--- src/hdl/imd_pkg.sv ---
`timescale 1ns / 1ps
`default_nettype none
// ----------------------------------------------------------------------------
// imd_pkg
// Shared types and constants for the insulation monitor pwm status decoder.
// ----------------------------------------------------------------------------
package imd_pkg;

    localparam int COUNT_WIDTH_DEF = 32;
    localparam int CFG_ADDR_W      = 4;
    localparam int CFG_DATA_W      = 32;

    localparam logic [1:0] REG_CLOCK_FREQ     = 2'd0;
    localparam logic [1:0] REG_CAPTURE_ENABLE = 2'd1;
    localparam logic [1:0] REG_TIMEOUT_MS     = 2'd2;

    localparam logic [15:0] TIMEOUT_RESET = 16'd250;

    localparam logic       REQ_CAPTURE = 1'b0;
    localparam logic       REQ_READ    = 1'b1;

    localparam logic [2:0] STATUS_NORMAL  = 3'd1;
    localparam logic [2:0] STATUS_UNKNOWN = 3'd6;
    localparam int         STATUS_BANDS   = 6;

    localparam int BAND_STEP  = 10;
    localparam int BAND_HALF  = 5;
    localparam int DUTY_SCALE = 25600;
    localparam int FREQ_SHIFT = 4;

    localparam int BAND_QBITS = 3;
    localparam int DUTY_QBITS = 15;
    localparam int FREQ_QBITS = 10;
    localparam int CLK_NUM_W  = 32 + FREQ_SHIFT;

    localparam int DIV_Q_W    = 16;
    localparam int DIV_STEP_W = 5;

    typedef struct packed {
        logic        req_type;
        logic [31:0] high_ticks;
        logic [31:0] period_ticks;
        logic [31:0] now_ms;
        logic        sample_valid;
        logic        ok_hs;
    } in_word_t;

    typedef struct packed {
        logic        fault;
        logic [2:0]  status;
        logic [14:0] duty_q8;
        logic [9:0]  frequency_q4;
        logic        ok_hs_out;
        logic        is_ok;
    } out_word_t;

    typedef struct packed {
        logic                  load;
        logic [DIV_STEP_W-1:0] steps;
    } div_ctrl_t;

    typedef struct packed {
        logic busy;
        logic done;
    } div_stat_t;

endpackage
`default_nettype wire

--- src/hdl/imd_div.sv ---
`timescale 1ns / 1ps
`default_nettype none
// ----------------------------------------------------------------------------
// imd_div
// Shared restoring divider: one compare and subtract per cycle, divisor
// loaded pre-shifted to the top quotient bit and shifted right each step.
// ----------------------------------------------------------------------------
module imd_div
    import imd_pkg::*;
#(
    parameter int DIV_W = 47
)
(
    input  wire logic             clk,
    input  wire logic             rst_n,
    input  wire div_ctrl_t        ctrl,
    input  wire logic [DIV_W-1:0] num,
    input  wire logic [DIV_W-1:0] den,
    output div_stat_t             stat,
    output logic [DIV_Q_W-1:0]    quot
);

    logic [DIV_W-1:0]      rem_reg;
    logic [DIV_W-1:0]      rem_next;
    logic [DIV_W-1:0]      den_reg;
    logic [DIV_W-1:0]      den_next;
    logic [DIV_Q_W-1:0]    quot_reg;
    logic [DIV_Q_W-1:0]    quot_next;
    logic [DIV_STEP_W-1:0] cnt_reg;
    logic [DIV_STEP_W-1:0] cnt_next;
    logic                  run_reg;
    logic                  run_next;
    logic                  ge;
    logic                  done;

    assign ge   = (rem_reg >= den_reg);
    assign done = run_reg && (cnt_reg == '0);

    always_comb
    begin
        rem_next  = rem_reg;
        den_next  = den_reg;
        quot_next = quot_reg;
        cnt_next  = cnt_reg;
        run_next  = run_reg;
        if (ctrl.load)
        begin
            rem_next  = num;
            den_next  = den;
            quot_next = '0;
            cnt_next  = ctrl.steps;
            run_next  = 1'b1;
        end
        else if (run_reg && (cnt_reg != '0))
        begin
            // one quotient bit per cycle
            if (ge)
            begin
                rem_next = rem_reg - den_reg;
            end
            den_next  = den_reg >> 1;
            quot_next = {quot_reg[DIV_Q_W-2:0], ge};
            cnt_next  = cnt_reg - DIV_STEP_W'(1);
        end
        else if (done)
        begin
            run_next = 1'b0;
        end
    end

    always_ff @(posedge clk or negedge rst_n)
    begin
        if (!rst_n)
        begin
            cnt_reg  <= '0;
            run_reg  <= 1'b0;
            quot_reg <= '0;
        end
        else
        begin
            cnt_reg  <= cnt_next;
            run_reg  <= run_next;
            quot_reg <= quot_next;
        end
    end

    always_ff @(posedge clk)
    begin
        rem_reg <= rem_next;
        den_reg <= den_next;
    end

    assign stat.busy = run_reg && !done;
    assign stat.done = done;
    assign quot      = quot_reg;

endmodule
`default_nettype wire

--- src/hdl/imd_pwm_status_decoder.sv ---
// capture words: taken while idle, stored while capture is enabled, no result
// read words: when all checks pass, band, duty and frequency go in turn through the
//   shared divider (band 4 steps, duty 16 steps, frequency 11 steps); when an
//   early check fails, the fault word is emitted without the divider
// input stalls while a read is in work; output is a register
// reset: clock_freq 0, capture disabled, timeout 250 ms, no capture seen
`timescale 1ns / 1ps
`default_nettype none
// ----------------------------------------------------------------------------
// imd_pwm_status_decoder
// Decodes the pwm status line of an insulation monitor from captured counts
// into status band, duty and frequency, failing closed on stale or bad data.
// ----------------------------------------------------------------------------
module imd_pwm_status_decoder
    import imd_pkg::*;
#(
    parameter int COUNT_WIDTH = COUNT_WIDTH_DEF
)
(
    input  wire logic                  clk,
    input  wire logic                  rst_n,
    input  wire logic                  in_valid,
    output logic                       in_stall,
    input  wire in_word_t              in_word,
    output logic                       out_valid,
    input  wire logic                  out_stall,
    output out_word_t                  out_word,
    input  wire logic                  psel,
    input  wire logic                  penable,
    input  wire logic                  pwrite,
    input  wire logic [CFG_ADDR_W-1:0] paddr,
    input  wire logic [CFG_DATA_W-1:0] pwdata,
    output logic [CFG_DATA_W-1:0]      prdata,
    output logic                       pready
);

    localparam int DUTY_NUM_W = COUNT_WIDTH + DUTY_QBITS;
    localparam int DIV_W      = (DUTY_NUM_W > CLK_NUM_W) ? DUTY_NUM_W : CLK_NUM_W;

    typedef enum logic [4:0] {
        S_IDLE = 5'b00001,
        S_BAND = 5'b00010,
        S_DUTY = 5'b00100,
        S_FREQ = 5'b01000,
        S_EMIT = 5'b10000
    } state_t;

    state_t                 state_reg;
    state_t                 state_next;

    logic [31:0]            clock_freq_reg;
    logic                   capture_enable_reg;
    logic [15:0]            timeout_ms_reg;

    logic                   seen_reg;
    logic [COUNT_WIDTH-1:0] stored_high_reg;
    logic [COUNT_WIDTH-1:0] stored_period_reg;
    logic [31:0]            stored_tick_reg;

    logic                   res_fault_reg;
    logic                   res_fault_next;
    logic [2:0]             res_band_reg;
    logic [2:0]             res_band_next;
    logic [14:0]            res_duty_reg;
    logic [14:0]            res_duty_next;
    logic                   res_okhs_reg;
    logic                   res_okhs_next;

    logic                   out_valid_reg;
    logic                   out_valid_next;
    out_word_t              out_word_reg;
    out_word_t              out_word_next;

    logic                   cfg_write;
    logic                   in_take;
    logic                   out_free;
    logic [31:0]            age;
    logic                   early_fault;

    div_ctrl_t              div_ctrl;
    div_stat_t              div_stat;
    logic [DIV_Q_W-1:0]     div_quot;
    logic [DIV_W-1:0]       div_num;
    logic [DIV_W-1:0]       div_den;
    logic [DIV_W-1:0]       per_x;
    logic [DIV_W-1:0]       hi_x;
    logic [DIV_W-1:0]       clk_x;

    // configuration port
    assign pready    = 1'b1;
    assign cfg_write = psel && penable && pwrite && pready;

    always_ff @(posedge clk or negedge rst_n)
    begin
        if (!rst_n)
        begin
            clock_freq_reg     <= '0;
            capture_enable_reg <= 1'b0;
            timeout_ms_reg     <= TIMEOUT_RESET;
        end
        else if (cfg_write)
        begin
            case (paddr[3:2])
                REG_CLOCK_FREQ:     clock_freq_reg     <= pwdata;
                REG_CAPTURE_ENABLE: capture_enable_reg <= pwdata[0];
                REG_TIMEOUT_MS:     timeout_ms_reg     <= pwdata[15:0];
                default:            ;
            endcase
        end
    end

    always_comb
    begin
        case (paddr[3:2])
            REG_CLOCK_FREQ:     prdata = clock_freq_reg;
            REG_CAPTURE_ENABLE: prdata = {{(CFG_DATA_W-1){1'b0}}, capture_enable_reg};
            REG_TIMEOUT_MS:     prdata = {{(CFG_DATA_W-16){1'b0}}, timeout_ms_reg};
            default:            prdata = '0;
        endcase
    end

    // input side
    assign in_stall = (state_reg != S_IDLE);
    assign in_take  = in_valid && !in_stall;
    assign out_free = !out_valid_reg || !out_stall;

    assign age = in_word.now_ms - stored_tick_reg;

    assign early_fault = !capture_enable_reg || (clock_freq_reg == '0) ||
                         !in_word.sample_valid || !seen_reg ||
                         (age > {16'b0, timeout_ms_reg}) ||
                         (stored_period_reg == '0) ||
                         (stored_high_reg > stored_period_reg);

    always_ff @(posedge clk or negedge rst_n)
    begin
        if (!rst_n)
        begin
            seen_reg          <= 1'b0;
            stored_high_reg   <= '0;
            stored_period_reg <= '0;
            stored_tick_reg   <= '0;
        end
        else if (in_take && (in_word.req_type == REQ_CAPTURE) && capture_enable_reg)
        begin
            seen_reg          <= 1'b1;
            stored_high_reg   <= in_word.high_ticks[COUNT_WIDTH-1:0];
            stored_period_reg <= in_word.period_ticks[COUNT_WIDTH-1:0];
            stored_tick_reg   <= in_word.now_ms;
        end
    end

    // divider operands
    assign per_x = DIV_W'(stored_period_reg);
    assign hi_x  = DIV_W'(stored_high_reg);
    assign clk_x = DIV_W'(clock_freq_reg);

    always_comb
    begin
        case (state_reg)
            S_IDLE:
            begin
                div_num = clk_x + per_x * DIV_W'(BAND_HALF);
                div_den = (per_x * DIV_W'(BAND_STEP)) << BAND_QBITS;
            end
            S_BAND:
            begin
                div_num = hi_x * DIV_W'(DUTY_SCALE);
                div_den = per_x << DUTY_QBITS;
            end
            default:
            begin
                div_num = clk_x << FREQ_SHIFT;
                div_den = per_x << FREQ_QBITS;
            end
        endcase
    end

    imd_div #(
        .DIV_W (DIV_W)
    ) u_div (
        .clk   (clk),
        .rst_n (rst_n),
        .ctrl  (div_ctrl),
        .num   (div_num),
        .den   (div_den),
        .stat  (div_stat),
        .quot  (div_quot)
    );

    // sequencer
    always_comb
    begin
        state_next     = state_reg;
        res_fault_next = res_fault_reg;
        res_band_next  = res_band_reg;
        res_duty_next  = res_duty_reg;
        res_okhs_next  = res_okhs_reg;
        out_valid_next = out_valid_reg && out_stall;
        out_word_next  = out_word_reg;
        div_ctrl.load  = 1'b0;
        div_ctrl.steps = '0;

        case (state_reg)
            S_IDLE:
            begin
                if (in_take && (in_word.req_type == REQ_READ))
                begin
                    res_okhs_next = in_word.ok_hs;
                    if (early_fault)
                    begin
                        res_fault_next = 1'b1;
                        state_next     = S_EMIT;
                    end
                    else
                    begin
                        res_fault_next = 1'b0;
                        div_ctrl.load  = 1'b1;
                        div_ctrl.steps = DIV_STEP_W'(BAND_QBITS + 1);
                        state_next     = S_BAND;
                    end
                end
            end
            S_BAND:
            begin
                if (div_stat.done)
                begin
                    if (div_quot >= DIV_Q_W'(STATUS_BANDS))
                    begin
                        res_fault_next = 1'b1;
                        state_next     = S_EMIT;
                    end
                    else
                    begin
                        res_band_next  = div_quot[2:0];
                        div_ctrl.load  = 1'b1;
                        div_ctrl.steps = DIV_STEP_W'(DUTY_QBITS + 1);
                        state_next     = S_DUTY;
                    end
                end
            end
            S_DUTY:
            begin
                if (div_stat.done)
                begin
                    res_duty_next  = div_quot[14:0];
                    div_ctrl.load  = 1'b1;
                    div_ctrl.steps = DIV_STEP_W'(FREQ_QBITS + 1);
                    state_next     = S_FREQ;
                end
            end
            S_FREQ:
            begin
                if (div_stat.done)
                begin
                    state_next = S_EMIT;
                end
            end
            S_EMIT:
            begin
                if (out_free)
                begin
                    out_valid_next = 1'b1;
                    if (res_fault_reg)
                    begin
                        out_word_next.fault        = 1'b1;
                        out_word_next.status       = STATUS_UNKNOWN;
                        out_word_next.duty_q8      = '0;
                        out_word_next.frequency_q4 = '0;
                        out_word_next.ok_hs_out    = 1'b0;
                        out_word_next.is_ok        = 1'b0;
                    end
                    else
                    begin
                        out_word_next.fault        = 1'b0;
                        out_word_next.status       = res_band_reg;
                        out_word_next.duty_q8      = res_duty_reg;
                        out_word_next.frequency_q4 = div_quot[9:0];
                        out_word_next.ok_hs_out    = res_okhs_reg;
                        out_word_next.is_ok        = res_okhs_reg &&
                                                     (res_band_reg == STATUS_NORMAL);
                    end
                    state_next = S_IDLE;
                end
            end
            default:
            begin
                state_next = S_IDLE;
            end
        endcase
    end

    always_ff @(posedge clk or negedge rst_n)
    begin
        if (!rst_n)
        begin
            state_reg     <= S_IDLE;
            out_valid_reg <= 1'b0;
        end
        else
        begin
            state_reg     <= state_next;
            out_valid_reg <= out_valid_next;
        end
    end

    always_ff @(posedge clk)
    begin
        res_fault_reg <= res_fault_next;
        res_band_reg  <= res_band_next;
        res_duty_reg  <= res_duty_next;
        res_okhs_reg  <= res_okhs_next;
        out_word_reg  <= out_word_next;
    end

    assign out_valid = out_valid_reg;
    assign out_word  = out_word_reg;

endmodule
`default_nettype wire

--- config.mk ---
export PLATFORM = sky130hd
export DESIGN_NAME = imd_pwm_status_decoder
export DESIGN_NICKNAME = d
export VERILOG_FILES = /design/src/hdl/imd_pkg.sv /design/src/hdl/imd_div.sv /design/src/hdl/imd_pwm_status_decoder.sv
export SDC_FILE = /design/constraint.sdc
export NUM_CORES = 1
export LEC_CHECK = 0
export ABC_AREA = 0
export BUFFER_PORTS_ARGS = -buffer_cell sky130_fd_sc_hd__buf_2
export CORE_MARGIN = 2
export CORE_UTILIZATION = 50
export DETAILED_ROUTE_END_ITERATION = 8
export GPL_ROUTABILITY_DRIVEN = 0
export GPL_TIMING_DRIVEN = 1
export PLACE_DENSITY = 0.66
export SLEW_MARGIN = 20
export SYNTH_ARGS = -nofsm -noshare
export SYNTH_HDL_FRONTEND = slang
export SYNTH_SLANG_ARGS = --single-unit
--- constraint.sdc ---
create_clock -name clk -period 6.6 [get_ports clk]
set_input_delay 0.99 -clock clk [delete_from_list [all_inputs] [get_ports clk]]
set_output_delay 0.99 -clock clk [all_outputs]
set_load 0.01 [all_outputs]
# Yosys cells after proc, flatten, opt, wreduce, memory -nomap -nowiden
# Cells that the tools add are included.
classes:
  addsub: 4
  eq_ne: 16
  n_reduce_logical: 43
  multipliers: 3
  mux: 37
  bitwise: 2
  shift: 0
  magnitude_cmp: 4
  n_div: 0
ops:
  columns: ["operator", "n"]
  rows:
  - ["47-bit 2-to-1 mux", 5]
  - ["47-bit case mux with 2 select lines", 2]
  - ["32-bit case mux with 3 select lines", 1]
  - ["32-bit by 3-bit multiplier with 35-bit output (second input constant)", 2]
  - ["32-bit logical NOT", 2]
  - ["47-bit >= comparator", 1]
  - ["47-bit subtractor", 1]
  - ["5-bit 2-to-1 mux", 9]
  - ["32-bit by 5-bit multiplier with 37-bit output (second input constant)", 1]
  - ["32-bit by 35-bit adder with 36-bit output", 1]
  - ["32-bit by 16-bit greater-than comparator with 1-bit output", 1]
  - ["32-bit greater-than comparator", 1]
  - ["16-bit 2-to-1 mux", 2]
  - ["32-bit subtractor", 1]
  - ["31-bit 2-to-1 mux", 1]
  - ["6-bit 2-to-1 mux", 5]
  - ["5-bit case mux with 5 select lines", 1]
  - ["6-bit case mux with 3 select lines", 1]
  - ["16-bit by 3-bit >= comparator with 1-bit output (second input constant)", 1]
  - ["2-bit AND reduction", 8]
  - ["1-bit logical AND", 10]
  - ["1-bit 2-to-1 mux", 9]
  - ["2-bit inequality test (second input constant)", 4]
  - ["2-bit nonzero test", 4]
  - ["21 further kinds", 35]
totals:
  memories: 0
  mem_bits_ro: 0
  output_inout_bits: 66
  ram_bits: 0
  reg_bits: 319
  wordCells: 133
  latchBits: 0

# Depth between registers and ports, before layout
depth:
  depth_word: 12
  mapped_depth: 23
  mapped_depth_nobuf: 21

# By module
# From an unflattened synthesis, not the netlist that was laid out.
hier_totals:
  hier_cells: 3191
  hier_area_um2: 27976.8
by_module_without_submodules:
  columns: ["module", "instances", "area_per_inst_um2", "cells_per_inst", "seq_area_each_um2"]
  rows:
  - ["imd_pwm_status_decoder", 1, 20153.1, 2307, 5343.9]
  - ["imd_div", 1, 7823.8, 884, 3373.2]

# Worst setup path before layout
# Ideal clock, no wire load.
synth_path:
  path_kind: "input-to-reg"
  from: "input in_word[3] (netlist name)"
  to: "register u_div.den_reg[0], enable pin"
  path_buffers: 1
  cell_stages: 21
  path_slack_ps: 192
  arrival_time_ps: 6002
  path_cell_list: "ha_1 -> nor2b_1 -> o31a_1 -> o41a_1 -> a21oi_1 -> o21ai_0 -> a21o_1 -> a21oi_1 -> xnor2_1 -> ha_1 -> nand4_1 -> a211oi_1 -> a2111oi_0 -> a22o_1 -> nor4b_2 -> o211ai_1 -> nand4b_1 -> nor4_1 -> nor3_1 -> clkbuf_1 -> nand2_1"
synth_via:
  elab_chain_len: 9
synth_rtl:
  columns: ["item", "line_no", "rtl"]
  rows:
  - ["from (decl)", "imd_pwm_status_decoder.sv:24", "input wire in_word_t in_word,"]
  - ["32-bit subtractor", "imd_pwm_status_decoder.sv:127", "assign age = in_word.now_ms - stored_tick_reg;"]
  - ["32-bit by 16-bit greater-than comparator with 1-bit output", "imd_pwm_status_decoder.sv:131", "(age > {16'b0, timeout_ms_reg}) ||"]
  - ["1-bit logical OR", "imd_pwm_status_decoder.sv:130", "!in_word.sample_valid || !seen_reg ||"]
  - ["1-bit logical OR", "imd_pwm_status_decoder.sv:131", null]
  - ["1-bit logical OR", "imd_pwm_status_decoder.sv:132", "(stored_period_reg == '0) ||"]
  - ["6-bit 2-to-1 mux", "imd_pwm_status_decoder.sv:210", "if (early_fault)"]
  - ["6-bit 2-to-1 mux", "imd_pwm_status_decoder.sv:207", "if (in_take && (in_word.req_type == REQ_READ))"]
  - ["6-bit case mux with 3 select lines", "imd_pwm_status_decoder.sv:204", "case (state_reg)"]
  - ["2-bit nonzero test (no source line)", null, null]
  - ["to (signal assigned)", "imd_div.sv:90", "den_reg <= den_next;"]
  - ["to (decl)", "imd_div.sv:25", "logic [DIV_W-1:0] den_reg;"]
# No other way between the ends.
# A chain may end at the register's enable or synchronous reset.

# Final worst setup path
layout_path:
  from: "input in_word[3] (netlist name)"
  to: "register u_div.quot_reg[10], in the netlist u_div.quot[10]"
layout_via:
  elab_chain_len: 9
  elab_cells_between_ends: 10
layout_rtl:
  columns: ["item", "line_no", "rtl"]
  rows:
  - ["32-bit subtractor *", "imd_pwm_status_decoder.sv:127", null]
  - ["32-bit by 16-bit greater-than comparator with 1-bit output *", "imd_pwm_status_decoder.sv:131", null]
  - ["1-bit logical OR *", "imd_pwm_status_decoder.sv:130", null]
  - ["1-bit logical OR *", "imd_pwm_status_decoder.sv:131", null]
  - ["1-bit logical OR *", "imd_pwm_status_decoder.sv:132", null]
  - ["6-bit 2-to-1 mux *", "imd_pwm_status_decoder.sv:210", null]
  - ["6-bit 2-to-1 mux *", "imd_pwm_status_decoder.sv:207", null]
  - ["6-bit case mux with 3 select lines *", "imd_pwm_status_decoder.sv:204", null]
  - ["16-bit 2-to-1 mux / 2-bit nonzero test (equally long branches)", null, null]
  - ["to (signal assigned)", "imd_div.sv:83", "quot_reg <= quot_next;"]
  - ["to (decl)", "imd_div.sv:27", "logic [DIV_Q_W-1:0] quot_reg;"]
# Every way passes the cells marked *; elsewhere a longest branch is shown, timed or not.

==> metrics.yaml <==
run_status:
  status: "finished with violations"
  violations: "design-rule violations"
clock_network:
  cts_buffers: 41
  ctsResizeCount: 0
  cts_buffer_depth: 3
  clkTransAtPathRegs_ns: 0.06
  cts_tree: "built"
  cts-hold-fix-buffers: 0
  cts_num_sinks: 319
  root_buffer: "clkbuf_16"
  cts_setup_buffers: 0
  cts_max_level: 2
  clkLatencyLatePin_ns: 0.59
yosys:
  synth_top_family_by_area: "adder cells"
  netlist_instances: 3007
  ys_types: 87
  synth-simple-area-share: 0.1235
  synth-seq-area-share: 0.3162
  synth_edf_count: 145
  async_reset_ff_frac: 0.5455
  syn_area_um2: 27570
  yosysWarnings: 0
  synth_nets: 3532
  synth-xor-area-share: 0.04352
  ys.flop_type: "dfrtp_1"
  synthAdderAreaFrac: 0.1902
  synth_area_per_cell_um2: 9.169
  synth-seq-cells: 319
  synth_compound_area_frac: 0.1763
  synth_mux_area_frac: 0.07320
sta:
  fin_crit_sh: 0.9131
  period_minus_slack_ns: 6.026
  relSlewSlack: 0.2827
  finClkSkew_ns: 0.03517
  slew_viol_final: 0
  max_freq_mhz: 165.9
  setup_viol: 0
  grt_setup_unrepaired: "no"
  hold_viol_final: 0
  tightestPinTransition_ns: 1.076
  tns_ns: 0
  whs_ns: 0.4770
run:
  cap_violations: 0
grt:
  grt_antenna_before_repair: 2
  grt-ovfl-total: 0
  grt_max_degree: 110
  grt_pass1_vias: 22920
  gr-usage-all-layers: 0.2784
  grt_pass1_wl_um: 124900
routing:
  totalWireLength_um: 79050
  dr.pass1.iters: 8
  viasPerCell: 5.970
  wire_per_inst_um: 20.09
  ant_nets: 0
  met3_length_um: 5507
  maxUsedRoutingLayer: "met5"
  met1Wirelength_um: 34040
  num_vias: 23490
  wl_met2_um: 35960
  drt_iter0_markers: 2055
  drc: 1
critical_path:
  cp_top_family: "simple AND/OR/NAND/NOR gates"
  crit_arrival_ns: 6.47
  slowest_delay_ns: 0.62
  path_cells: "buf_2 > ha_1 > nor2b_1 > o31a_1 > o41a_1 > a21oi_1 > o21ai_0 > a21o_1 > a21oi_1 > xnor2_1 > ha_1 > nand4_1 > a211oi_1 > a2111oi_0 > a22o_1 > nor4b_2 > nand4_1 > or4_1 > or4_4 > nand2_4 > buf_12 > buf_4 > buf_4 > nor2_1"
  cp_num_buf_inv: 4
  crit_required_ns: 7.04
  r2r-start: "stored_tick_reg[1]"
  path_max_fanout: 15
  rr_worst_depth: 24
  crit_path_end_kind: "flip-flop"
  slowest_stage: "or4_4"
  crit_type: "in -> reg"
  r2r_setup_slack_ns: 0.67
  r2r_end: "u_div.quot[10]"
  startpoint_type: "primary input"
floorplan:
  start_util: 0.5034
  core_area_um2: 54770
  fp.dieH_um: 238.8
  dieWidth_um: 238.8
  io_pins: 208
  num_rows: 86
  die-area_um2: 57040
placed_design:
  dp_hpwl_um: 60670
  place_area_um2: 29470
  io_buffers: 204
final_layout:
  diodes: 0
  seq_area_um2: 8717
  drive_gt1_frac: 0.1442
  multiInputGateArea_um2: 16780
  nNetsFinal: 3723
  final_cell_mix: "inv_1, ha_1, a21oi_1"
  layout_commonest_cell: "inv_1"
  fillers: 4886
  final_cell_area_um2: 30930
  syn2layout_area_growth_pct: 12.19
hold_path:
  min_path_type: "in -> async"
==> cell usage after synthesis (all sizes together) (79+ instances only) <==
| library cell | n | share of area |
|---|---|---|
| dfrtp | 167 | 0.15 |
| o21ai | 158 | 0.029 |
| ha | 323 | 0.15 |
| a21oi | 212 | 0.039 |
| nor2 | 145 | 0.020 |
| edfxtp | 145 | 0.16 |
| clkbuf | 79 | 0.011 |
| a21o | 100 | 0.027 |
| inv | 446 | 0.061 |
| mux2i | 79 | 0.029 |
| xnor2 | 86 | 0.027 |
| nand2 | 173 | 0.024 |
| mux2 | 109 | 0.045 |
==> how the worst max path moves through the flow <==
stage / startpoint / endpoint / slack, ns / cells past startpoint
final: in_word[3] / u_div.quot[10] / 0.57 / 24
after global routing: in_word[3] / u_div.den_reg[12] / 0.23 / 22
after CTS: in_word[3] / u_div.den_reg[24] / 0.59 / 22
after detailed placement: in_word[3] / u_div.den_reg[32] / 0.02 / 22
after global placement: in_word[3] / u_div.quot[11] / 0.04 / 24
after floorplan: in_word[3] / u_div.den_reg[0] / 0.19 / 21
==> logic make-up after synthesis <==
logic type	after synthesis
buffers and inverters	548
AOI/OAI and AO/OA	751
adders and majority gates	383
DFF	319
other	1
xor gates and xnor gates	137
and+or+nand+nor	680
muxes	188
==> cell type report <==
class / count / share of cell area
clock buffer: 54 / 0.03911
clock inverter: 22 / 0.008009
inverter: 447 / 0.05424
multi-input combinational: 2140 / 0.5425
sequential: 319 / 0.2818
tap: 704 / 0.02848
timing repair buffer: 249 / 0.04583
==> per-layer routing <==
metal / track usage / vias up
li1: - / 11100
met1: 0.3736 / 11360
met2: 0.4496 / 857
met3: 0.04018 / 175
met4: 0.1189 / 2
met5: 0 / -
==> stage by stage <==
step / setup slack, ns / cells / utilization
global route: 0.2347 / 3935 / 0.5648
CTS: 0.5922 / 3935 / 0.5648
floorplan: 0.1922 / 3007 / -
detailed placement: 0.01599 / 3859 / 0.5382
global placement: 0.04419 / 3859 / 0.5382
finish: 0.5738 / 3935 / 0.5648
Power is left out: the tool's default activity adds up to more than one toggle a clock period on the data nets, which glitch-free logic cannot reach.
